## config.mk

```make
export PLATFORM = sky130hd
export DESIGN_NAME = signal_window_mean_max
export DESIGN_NICKNAME = d
export VERILOG_FILES = /design/src/rtl/swmm_pkg.sv /design/src/rtl/swmm_ring.sv /design/src/rtl/swmm_accum.sv /design/src/rtl/swmm_div.sv /design/src/rtl/signal_window_mean_max.sv
export VERILOG_INCLUDE_DIRS = /design/src /design/src/rtl
export SDC_FILE = /design/constraint.sdc
export NUM_CORES = 1
export LEC_CHECK = 0
export BUFFER_PORTS_ARGS = -buffer_cell sky130_fd_sc_hd__buf_2
export CORE_AREA = 2 2 269 271
export CTS_BUF_LIST = sky130_fd_sc_hd__clkbuf_4 sky130_fd_sc_hd__clkbuf_8 sky130_fd_sc_hd__clkbuf_16
export DETAILED_ROUTE_END_ITERATION = 10
export DIE_AREA = 0 0 271 273
export GPL_TIMING_DRIVEN = 0
export SETUP_SLACK_MARGIN = 0.1
export SYNTH_ARGS = -nofsm -noshare
export SYNTH_HDL_FRONTEND = slang
export SYNTH_SLANG_ARGS = --single-unit
```

## constraint.sdc

```tcl
create_clock -name clk_i -period 3 [get_ports clk_i]
set_clock_uncertainty 0.05 [all_clocks]
set_input_delay 0.45 -clock clk_i [delete_from_list [all_inputs] [get_ports clk_i]]
set_output_delay 0.45 -clock clk_i [all_outputs]
set_load 0.01 [all_outputs]
```

## src/rtl/signal_window_mean_max_macros.svh

```systemverilog
// Assertion macros for the top-level RTL file of the window mean and peak block.
`ifndef SIGNAL_WINDOW_MEAN_MAX_MACROS_SVH
`define SIGNAL_WINDOW_MEAN_MAX_MACROS_SVH

// Same-cycle implication, sampled on clk_i, off while rst_ni is low.
`define SWMM_ASSERT_IMPL(label, ante, cons) \
  label: assert property (@(posedge clk_i) disable iff (!rst_ni) (ante) |-> (cons)) \
    else $error("swmm assertion failed");

// Next-cycle implication, sampled on clk_i, off while rst_ni is low.
`define SWMM_ASSERT_NEXT(label, ante, cons) \
  label: assert property (@(posedge clk_i) disable iff (!rst_ni) (ante) |=> (cons)) \
    else $error("swmm assertion failed");

`endif

```

## src/rtl/swmm_pkg.sv

```systemverilog
package swmm_pkg;

  localparam int DEFAULT_WINDOW_DEPTH = 16;
  localparam int SAMPLE_W             = 16;
  localparam int PEAK_W               = 15;
  localparam int COUNT_W              = 5;

  // sequencer states
  typedef enum logic [2:0] {
    ST_IDLE,
    ST_WALK,
    ST_DRAIN,
    ST_DIVS,
    ST_DIV,
    ST_FINISH
  } state_e;

  // accumulator control
  typedef struct packed {
    logic clr;
    logic en;
  } acc_ctrl_t;

endpackage

```

## src/rtl/swmm_ring.sv

```systemverilog
module swmm_ring import swmm_pkg::*; #(
  parameter int WINDOW_DEPTH = DEFAULT_WINDOW_DEPTH,
  localparam int IDX_W = (WINDOW_DEPTH > 1) ? $clog2(WINDOW_DEPTH) : 1
) (
  input  logic                       clk_i,
  input  logic                       wr_en_i,
  input  logic [IDX_W-1:0]           wr_addr_i,
  input  logic signed [SAMPLE_W-1:0] wr_data_i,
  input  logic                       rd_en_i,
  input  logic [IDX_W-1:0]           rd_addr_i,
  output logic signed [SAMPLE_W-1:0] rd_data_o
);

  logic signed [SAMPLE_W-1:0] mem [WINDOW_DEPTH];
  logic signed [SAMPLE_W-1:0] rd_data_q;

  // write one sample
  always_ff @(posedge clk_i) begin
    if (wr_en_i) begin
      mem[wr_addr_i] <= wr_data_i;
    end
  end

  // registered read
  always_ff @(posedge clk_i) begin
    if (rd_en_i) begin
      rd_data_q <= mem[rd_addr_i];
    end
  end

  assign rd_data_o = rd_data_q;

endmodule

```

## src/rtl/swmm_accum.sv

```systemverilog
module swmm_accum import swmm_pkg::*; #(
  parameter int SUM_W = 21
) (
  input  logic                       clk_i,
  input  logic                       rst_ni,
  input  acc_ctrl_t                  ctrl_i,
  input  logic signed [SAMPLE_W-1:0] data_i,
  output logic signed [SUM_W-1:0]    sum_o,
  output logic [PEAK_W-1:0]          peak_o
);

  logic signed [SUM_W-1:0]    sum_q, sum_d;
  logic signed [SAMPLE_W-1:0] peak_q, peak_d;

  // add and compare one ring entry
  always_comb begin
    sum_d  = sum_q;
    peak_d = peak_q;
    if (ctrl_i.clr) begin
      sum_d  = '0;
      peak_d = '0;
    end else if (ctrl_i.en) begin
      sum_d = sum_q + SUM_W'(data_i);
      if (data_i > peak_q) begin
        peak_d = data_i;
      end
    end
  end

  always_ff @(posedge clk_i or negedge rst_ni) begin
    if (!rst_ni) begin
      sum_q  <= '0;
      peak_q <= '0;
    end else begin
      sum_q  <= sum_d;
      peak_q <= peak_d;
    end
  end

  assign sum_o  = sum_q;
  // peak starts at zero, so the sign bit is always clear
  assign peak_o = peak_q[PEAK_W-1:0];

endmodule

```

## src/rtl/swmm_div.sv

```systemverilog
module swmm_div import swmm_pkg::*; #(
  parameter int SUM_W = 21,
  parameter int CNT_W = 5
) (
  input  logic                       clk_i,
  input  logic                       rst_ni,
  input  logic                       start_i,
  input  logic signed [SUM_W-1:0]    sum_i,
  input  logic [CNT_W-1:0]           count_i,
  output logic                       done_o,
  output logic signed [SAMPLE_W-1:0] mean_o
);

  localparam int STEP_W = $clog2(SUM_W + 1);

  logic              busy_q, done_q;
  logic [STEP_W-1:0] step_q;
  logic [CNT_W-1:0]  rem_q, rem_d, dvs_q;
  logic [SUM_W-1:0]  dq_q, mag, res;
  logic              neg_q, qbit;
  logic [CNT_W:0]    trial;

  assign mag = sum_i[SUM_W-1] ? (~sum_i + SUM_W'(1)) : sum_i;

  // one restoring step: shift in a dividend bit, subtract if it fits
  always_comb begin
    trial = {rem_q, dq_q[SUM_W-1]};
    qbit  = (trial >= {1'b0, dvs_q});
    rem_d = qbit ? CNT_W'(trial - {1'b0, dvs_q}) : trial[CNT_W-1:0];
  end

  // sequence the steps
  always_ff @(posedge clk_i or negedge rst_ni) begin
    if (!rst_ni) begin
      busy_q <= 1'b0;
      done_q <= 1'b0;
      step_q <= '0;
    end else begin
      done_q <= 1'b0;
      if (start_i) begin
        busy_q <= 1'b1;
        step_q <= '0;
      end else if (busy_q) begin
        step_q <= step_q + STEP_W'(1);
        if (step_q == STEP_W'(SUM_W - 1)) begin
          busy_q <= 1'b0;
          done_q <= 1'b1;
        end
      end
    end
  end

  // operand and quotient shift register
  always_ff @(posedge clk_i) begin
    if (start_i) begin
      rem_q <= '0;
      dq_q  <= mag;
      neg_q <= sum_i[SUM_W-1];
      dvs_q <= count_i;
    end else if (busy_q) begin
      rem_q <= rem_d;
      dq_q  <= {dq_q[SUM_W-2:0], qbit};
    end
  end

  // restore the sign: truncation toward zero
  assign res    = neg_q ? (~dq_q + SUM_W'(1)) : dq_q;
  assign mean_o = res[SAMPLE_W-1:0];
  assign done_o = done_q;

endmodule

```

## src/rtl/signal_window_mean_max.sv

```systemverilog
// Sliding-window mean and peak of a signed Q8.8 signal-to-noise stream. Each
// accepted item is written into a ring of WINDOW_DEPTH samples, then the held
// samples are walked one per cycle through a single adder/comparator and the
// sum is divided by the fill count one quotient bit per cycle. Each item gives
// one result; the peak is floored at zero and sample_count saturates at the
// depth (masked to five bits). The result waits until the output register is
// free, and the next item can be taken in the cycle after the result is
// loaded. in_ready_o is high only between items.
`include "signal_window_mean_max_macros.svh"

module signal_window_mean_max import swmm_pkg::*; #(
  parameter int WINDOW_DEPTH = DEFAULT_WINDOW_DEPTH
) (
  input  logic                       clk_i,
  input  logic                       rst_ni,
  input  logic                       in_valid_i,
  output logic                       in_ready_o,
  input  logic signed [SAMPLE_W-1:0] signal_db_i,
  output logic                       out_valid_o,
  input  logic                       out_ready_i,
  output logic signed [SAMPLE_W-1:0] average_db_o,
  output logic [PEAK_W-1:0]          peak_db_o,
  output logic [COUNT_W-1:0]         sample_count_o
);

  localparam int IDX_W = (WINDOW_DEPTH > 1) ? $clog2(WINDOW_DEPTH) : 1;
  localparam int CNT_W = $clog2(WINDOW_DEPTH + 1);
  localparam int SUM_W = SAMPLE_W + CNT_W;

  state_e            state_q, state_d;
  logic [IDX_W-1:0]  wpos_q, wpos_d;
  logic [CNT_W-1:0]  fill_q, fill_d;
  logic [CNT_W-1:0]  idx_q, idx_d;
  logic              rd_vld_q;
  logic              accept, last_idx, rd_en, div_start, div_done, load_out;
  acc_ctrl_t         acc_ctrl;

  logic signed [SAMPLE_W-1:0] rd_data, mean;
  logic signed [SUM_W-1:0]    sum;
  logic [PEAK_W-1:0]          peak;
  logic [31:0]                fill_ext;

  logic                       out_valid_q;
  logic signed [SAMPLE_W-1:0] average_q;
  logic [PEAK_W-1:0]          peak_q;
  logic [COUNT_W-1:0]         count_q;

  assign accept   = in_valid_i && in_ready_o;
  assign last_idx = (idx_q == fill_q - CNT_W'(1));

  // next state
  always_comb begin
    state_d = state_q;
    case (state_q)
      ST_IDLE:   if (in_valid_i) state_d = ST_WALK;
      ST_WALK:   if (last_idx) state_d = ST_DRAIN;
      ST_DRAIN:  state_d = ST_DIVS;
      ST_DIVS:   state_d = ST_DIV;
      ST_DIV:    if (div_done) state_d = ST_FINISH;
      ST_FINISH: if (!out_valid_q || out_ready_i) state_d = ST_IDLE;
      default:   state_d = ST_IDLE;
    endcase
  end

  // sequencer outputs
  always_comb begin
    in_ready_o   = 1'b0;
    rd_en        = 1'b0;
    div_start    = 1'b0;
    load_out     = 1'b0;
    acc_ctrl.clr = 1'b0;
    acc_ctrl.en  = rd_vld_q;
    case (state_q)
      ST_IDLE: begin
        in_ready_o   = 1'b1;
        acc_ctrl.clr = in_valid_i;
      end
      ST_WALK:   rd_en = 1'b1;
      ST_DIVS:   div_start = 1'b1;
      ST_FINISH: load_out = !out_valid_q || out_ready_i;
      default: ;
    endcase
  end

  // advance write position, fill count and walk index
  always_comb begin
    wpos_d = wpos_q;
    fill_d = fill_q;
    idx_d  = idx_q;
    if (accept) begin
      wpos_d = (wpos_q == IDX_W'(WINDOW_DEPTH - 1)) ? '0 : wpos_q + IDX_W'(1);
      if (fill_q < CNT_W'(WINDOW_DEPTH)) begin
        fill_d = fill_q + CNT_W'(1);
      end
      idx_d = '0;
    end else if (rd_en) begin
      idx_d = idx_q + CNT_W'(1);
    end
  end

  always_ff @(posedge clk_i or negedge rst_ni) begin
    if (!rst_ni) begin
      state_q  <= ST_IDLE;
      wpos_q   <= '0;
      fill_q   <= '0;
      idx_q    <= '0;
      rd_vld_q <= 1'b0;
    end else begin
      state_q  <= state_d;
      wpos_q   <= wpos_d;
      fill_q   <= fill_d;
      idx_q    <= idx_d;
      rd_vld_q <= rd_en;
    end
  end

  swmm_ring #(
    .WINDOW_DEPTH(WINDOW_DEPTH)
  ) u_ring (
    .clk_i     (clk_i),
    .wr_en_i   (accept),
    .wr_addr_i (wpos_q),
    .wr_data_i (signal_db_i),
    .rd_en_i   (rd_en),
    .rd_addr_i (idx_q[IDX_W-1:0]),
    .rd_data_o (rd_data)
  );

  swmm_accum #(
    .SUM_W(SUM_W)
  ) u_accum (
    .clk_i  (clk_i),
    .rst_ni (rst_ni),
    .ctrl_i (acc_ctrl),
    .data_i (rd_data),
    .sum_o  (sum),
    .peak_o (peak)
  );

  swmm_div #(
    .SUM_W(SUM_W),
    .CNT_W(CNT_W)
  ) u_div (
    .clk_i   (clk_i),
    .rst_ni  (rst_ni),
    .start_i (div_start),
    .sum_i   (sum),
    .count_i (fill_q),
    .done_o  (div_done),
    .mean_o  (mean)
  );

  // hold the result until it is taken
  always_ff @(posedge clk_i or negedge rst_ni) begin
    if (!rst_ni) begin
      out_valid_q <= 1'b0;
    end else if (load_out) begin
      out_valid_q <= 1'b1;
    end else if (out_ready_i) begin
      out_valid_q <= 1'b0;
    end
  end

  assign fill_ext = 32'(fill_q);

  always_ff @(posedge clk_i) begin
    if (load_out) begin
      average_q <= mean;
      peak_q    <= peak;
      count_q   <= fill_ext[COUNT_W-1:0];
    end
  end

  assign out_valid_o    = out_valid_q;
  assign average_db_o   = average_q;
  assign peak_db_o      = peak_q;
  assign sample_count_o = count_q;

  `SWMM_ASSERT_IMPL(a_fill_bound, 1'b1, fill_q <= CNT_W'(WINDOW_DEPTH))
  `SWMM_ASSERT_IMPL(a_done_in_div, div_done, state_q == ST_DIV)
  `SWMM_ASSERT_NEXT(a_accept_walk, accept, state_q == ST_WALK && fill_q != '0)
  `SWMM_ASSERT_IMPL(a_walk_bound, state_q == ST_WALK, idx_q < fill_q)

endmodule
```

==> results.md <==
- Outcome: finished, final reports clean
- 1st-pass router iterations: 5
- Layout Cells excl Fill: 2214
- CP required: 3.13 ns
- Max Cap Viol: 0
- Worst VDD drop: 0.000397 V
- Synthesized Nets: 1202
- Synth Flop Type: edfxtp_1
- Syn Inst Count: 1128
- DRC errors left: 0
- Area leader, netlist: edfxtp_1
- Number of flops mapped to enable cells by yosys: 335
- Via count: 9926
- Top-count cell post-synth: edfxtp_1
- Critical Path End Type: flop
- Nets: 1308
- Largest net degree at the start of global routing: 64
- Initial antenna violation count: 4
- Global-route wire length before repair: 61.5 mm
- Unrepaired setup endpoints after global routing: true
- Gr ovfl total: 0
- Ranking of synthesized cells by area: edfxtp_1 (57%), mux4_2 (10%), dfrtp_1 (8.9%)
- Synth top area share: 0.569
- P&R area growth vs syn: 16.7%
- Hpwl dp: 26.0 mm
- Slew HR: 0.256
- Total Wirelength: 40.1 mm
- Pwr dens: 1010 nW/µm²
- Tot GR Track Use: 0.108
- Die Wd: 271 µm
- Area of the multi-input gates: 5720 µm²
- Ports: 58
- Inserted Diodes: 0
- FF-to-FF Start: state_q[1]
- Part of the cycle the worst path needs: 0.951
- Worst Reg-to-Reg Cells: 6
- Yosys Warn Count: 0
- Hold wc startpoint: out_ready_i
- R2r setup slk: 0.15 ns
- Vias/cell: 4.48
- Initial Util: 0.249
- Avg Synthesized Cell Area: 15.7 µm²
- Seq/Total Area, Yosys: 0.664
- Fin util: 0.291
- Worst EP arrival: 2.99 ns
- CTS clk-pin slew, worst paths: 0.06 ns
- Root buffer cell: clkbuf_16
- Post-synth top cells: edfxtp_1 (335), mux4_2 (80), nand2_1 (65), o21ai_0 (65), dfrtp_1 (63)
- Worst slew pin tran: 1.12 ns
- Worst hold stages: 3
- Std-Cell Rows: 98
- Fin. max-slew vios: 0
- Core area: 71000 µm²
- # fillers: 7052
- Static Leak: 7.18 nW
- Routed len/inst: 18.1 µm
- Layout cell share with drive strength beyond 1: 0.210
- Fmax: 350 MHz
- Placed cells: 2137
- Startpoint type of the worst setup path: flop
- Clk sink count: 403
- Number of global-route vias before repair: 10300
- Chip height: 273 µm
- IO buf count: 57
- Final Power: 0.0208 W
- Register area: 11700 µm²
- H-tree depth: 2
- CTS tree: yes
- CTS max path bufs: 3
- Async S/R FF share, synth: 0.156
- Hold/Removal Path Class: in -> reg
- Post-route ant nets: 0
- Synth cell types: 62
- Post-Syn Area: 17700 µm²
- Worst-path fanout max: 16
- Hold Crit Endpoint: state_q[0]
- Final Hold Viols: 0
- Die area: 74000 µm²
- Final setup violating endpoints: 0
- Clock buffer count from CTS: 40
- Worst-skew pair later-pin latency: 0.56 ns
- Reg-to-Reg End: u_ring.mem[3][3]
- Initial DRC Count: 823
- Fin crit period: 2.85 ns
- Yosys reg bits: 403
- Gp weighted congestion: 0.847
- Critical path class: reg -> reg
## cell families after synthesis
logic type | synth area share
AO/OA/AOI/OAI | 0.0644
adder cells (fa/ha/maj) | 0.0391
XOR/XNOR | 0.0332
buffers and inverters | 0.0207
flip-flops | 0.664
AND/OR/NAND/NOR | 0.0655
multiplexers | 0.113
## sequential cells by signal, indices dropped and copies added, names as in the netlist, 15 cells and up
signal            flops
u_ring.rd_data_o     16
peak_db_o            15
u_accum.sum_o        21
u_div.dq_q           21
u_ring.mem          256
average_db_o         16
u_accum.peak_q       16
## stage by stage
stage,setup WS (ns),setup TNS (ns),hold WS [ns],area (µm²)
after detailed placement,-0.489,-61.50,0.417,19200
after global routing,-0.0692,-3.01,0.145,20600
after CTS,0.0891,0,0.123,20500
after floorplan,0.265,0,0.104,17700
after global placement,-0.706,-58.72,0.419,19200
final,0.147,0,0.141,20600
## per-layer routing
metal	vias up	GRT usage	wire length, µm	part of all wire
li1	4560	-	-	-
met1	5018	0.147	18000	0.45
met2	273	0.176	18800	0.47
met3	69	0.0209	2270	0.057
met4	6	0.0305	1000	0.025
met5	-	0	36	0.00090
## area by class of cell
type                       count  share of cell area
tap                          950              0.0576
clock inverter                20             0.00625
buffer                        46              0.0111
timing repair buffer          65              0.0183
inverter                      44             0.00800
multi-input combinational    634               0.277
clock buffer                  52              0.0529
sequential                   403               0.569
## cell usage in the layout, fill, tap and decap left out, types with 44 or more instances in the layout
| cell type | count |
|---|---|
| edfxtp_1 | 335 |
| mux4_2 | 80 |
| dfrtp_1 | 62 |
| o21ai_0 | 61 |
| nor2_1 | 48 |
| buf_2 | 56 |
| nand2_1 | 65 |
| a21oi_1 | 45 |
| ha_1 | 51 |
| inv_1 | 44 |
## report_power, final
group / switching [W] / internal [W] / total, W
logic: 0.00435 / 0.00348 / 0.00784
clock network: 0.00212 / 0.00259 / 0.00471
registers: 0.000919 / 0.00729 / 0.00821
## worst max-delay path: stages (launching register included)
cell and delay (ns):
dfrtp_1 0.37, clkbuf_1 0.19, nor3_1 0.35, nand2_1 0.21
clkbuf_1 0.31, nor3_1 0.41, and2_2 0.59
## how the worst max path moves through the flow
stage	from	end	slack [ns]	cells past startpoint
finish	state_q[1]	u_ring.mem[3][3]	0.15	6
CTS	state_q[1]	u_ring.mem[7][10]	0.09	7
global placement	state_q[1]	u_ring.mem[15][9]	-0.71	5
floorplan	u_ring.rd_data_o[0]	u_accum.sum_o[16]	0.27	9
global route	state_q[1]	u_ring.mem[0][10]	-0.07	6
detailed placement	state_q[1]	u_ring.mem[7][2]	-0.49	7
## what timing repair did
action,in CTS,in global routing
cloned,0,0
endpoints found under the hold margin,38,0
hold buffers,1,0
pin swaps,2,6
resized for setup,37,33
setup endpoints to repair,280,259
buffers inserted,2,3
(Power assumes the default switching activity.)
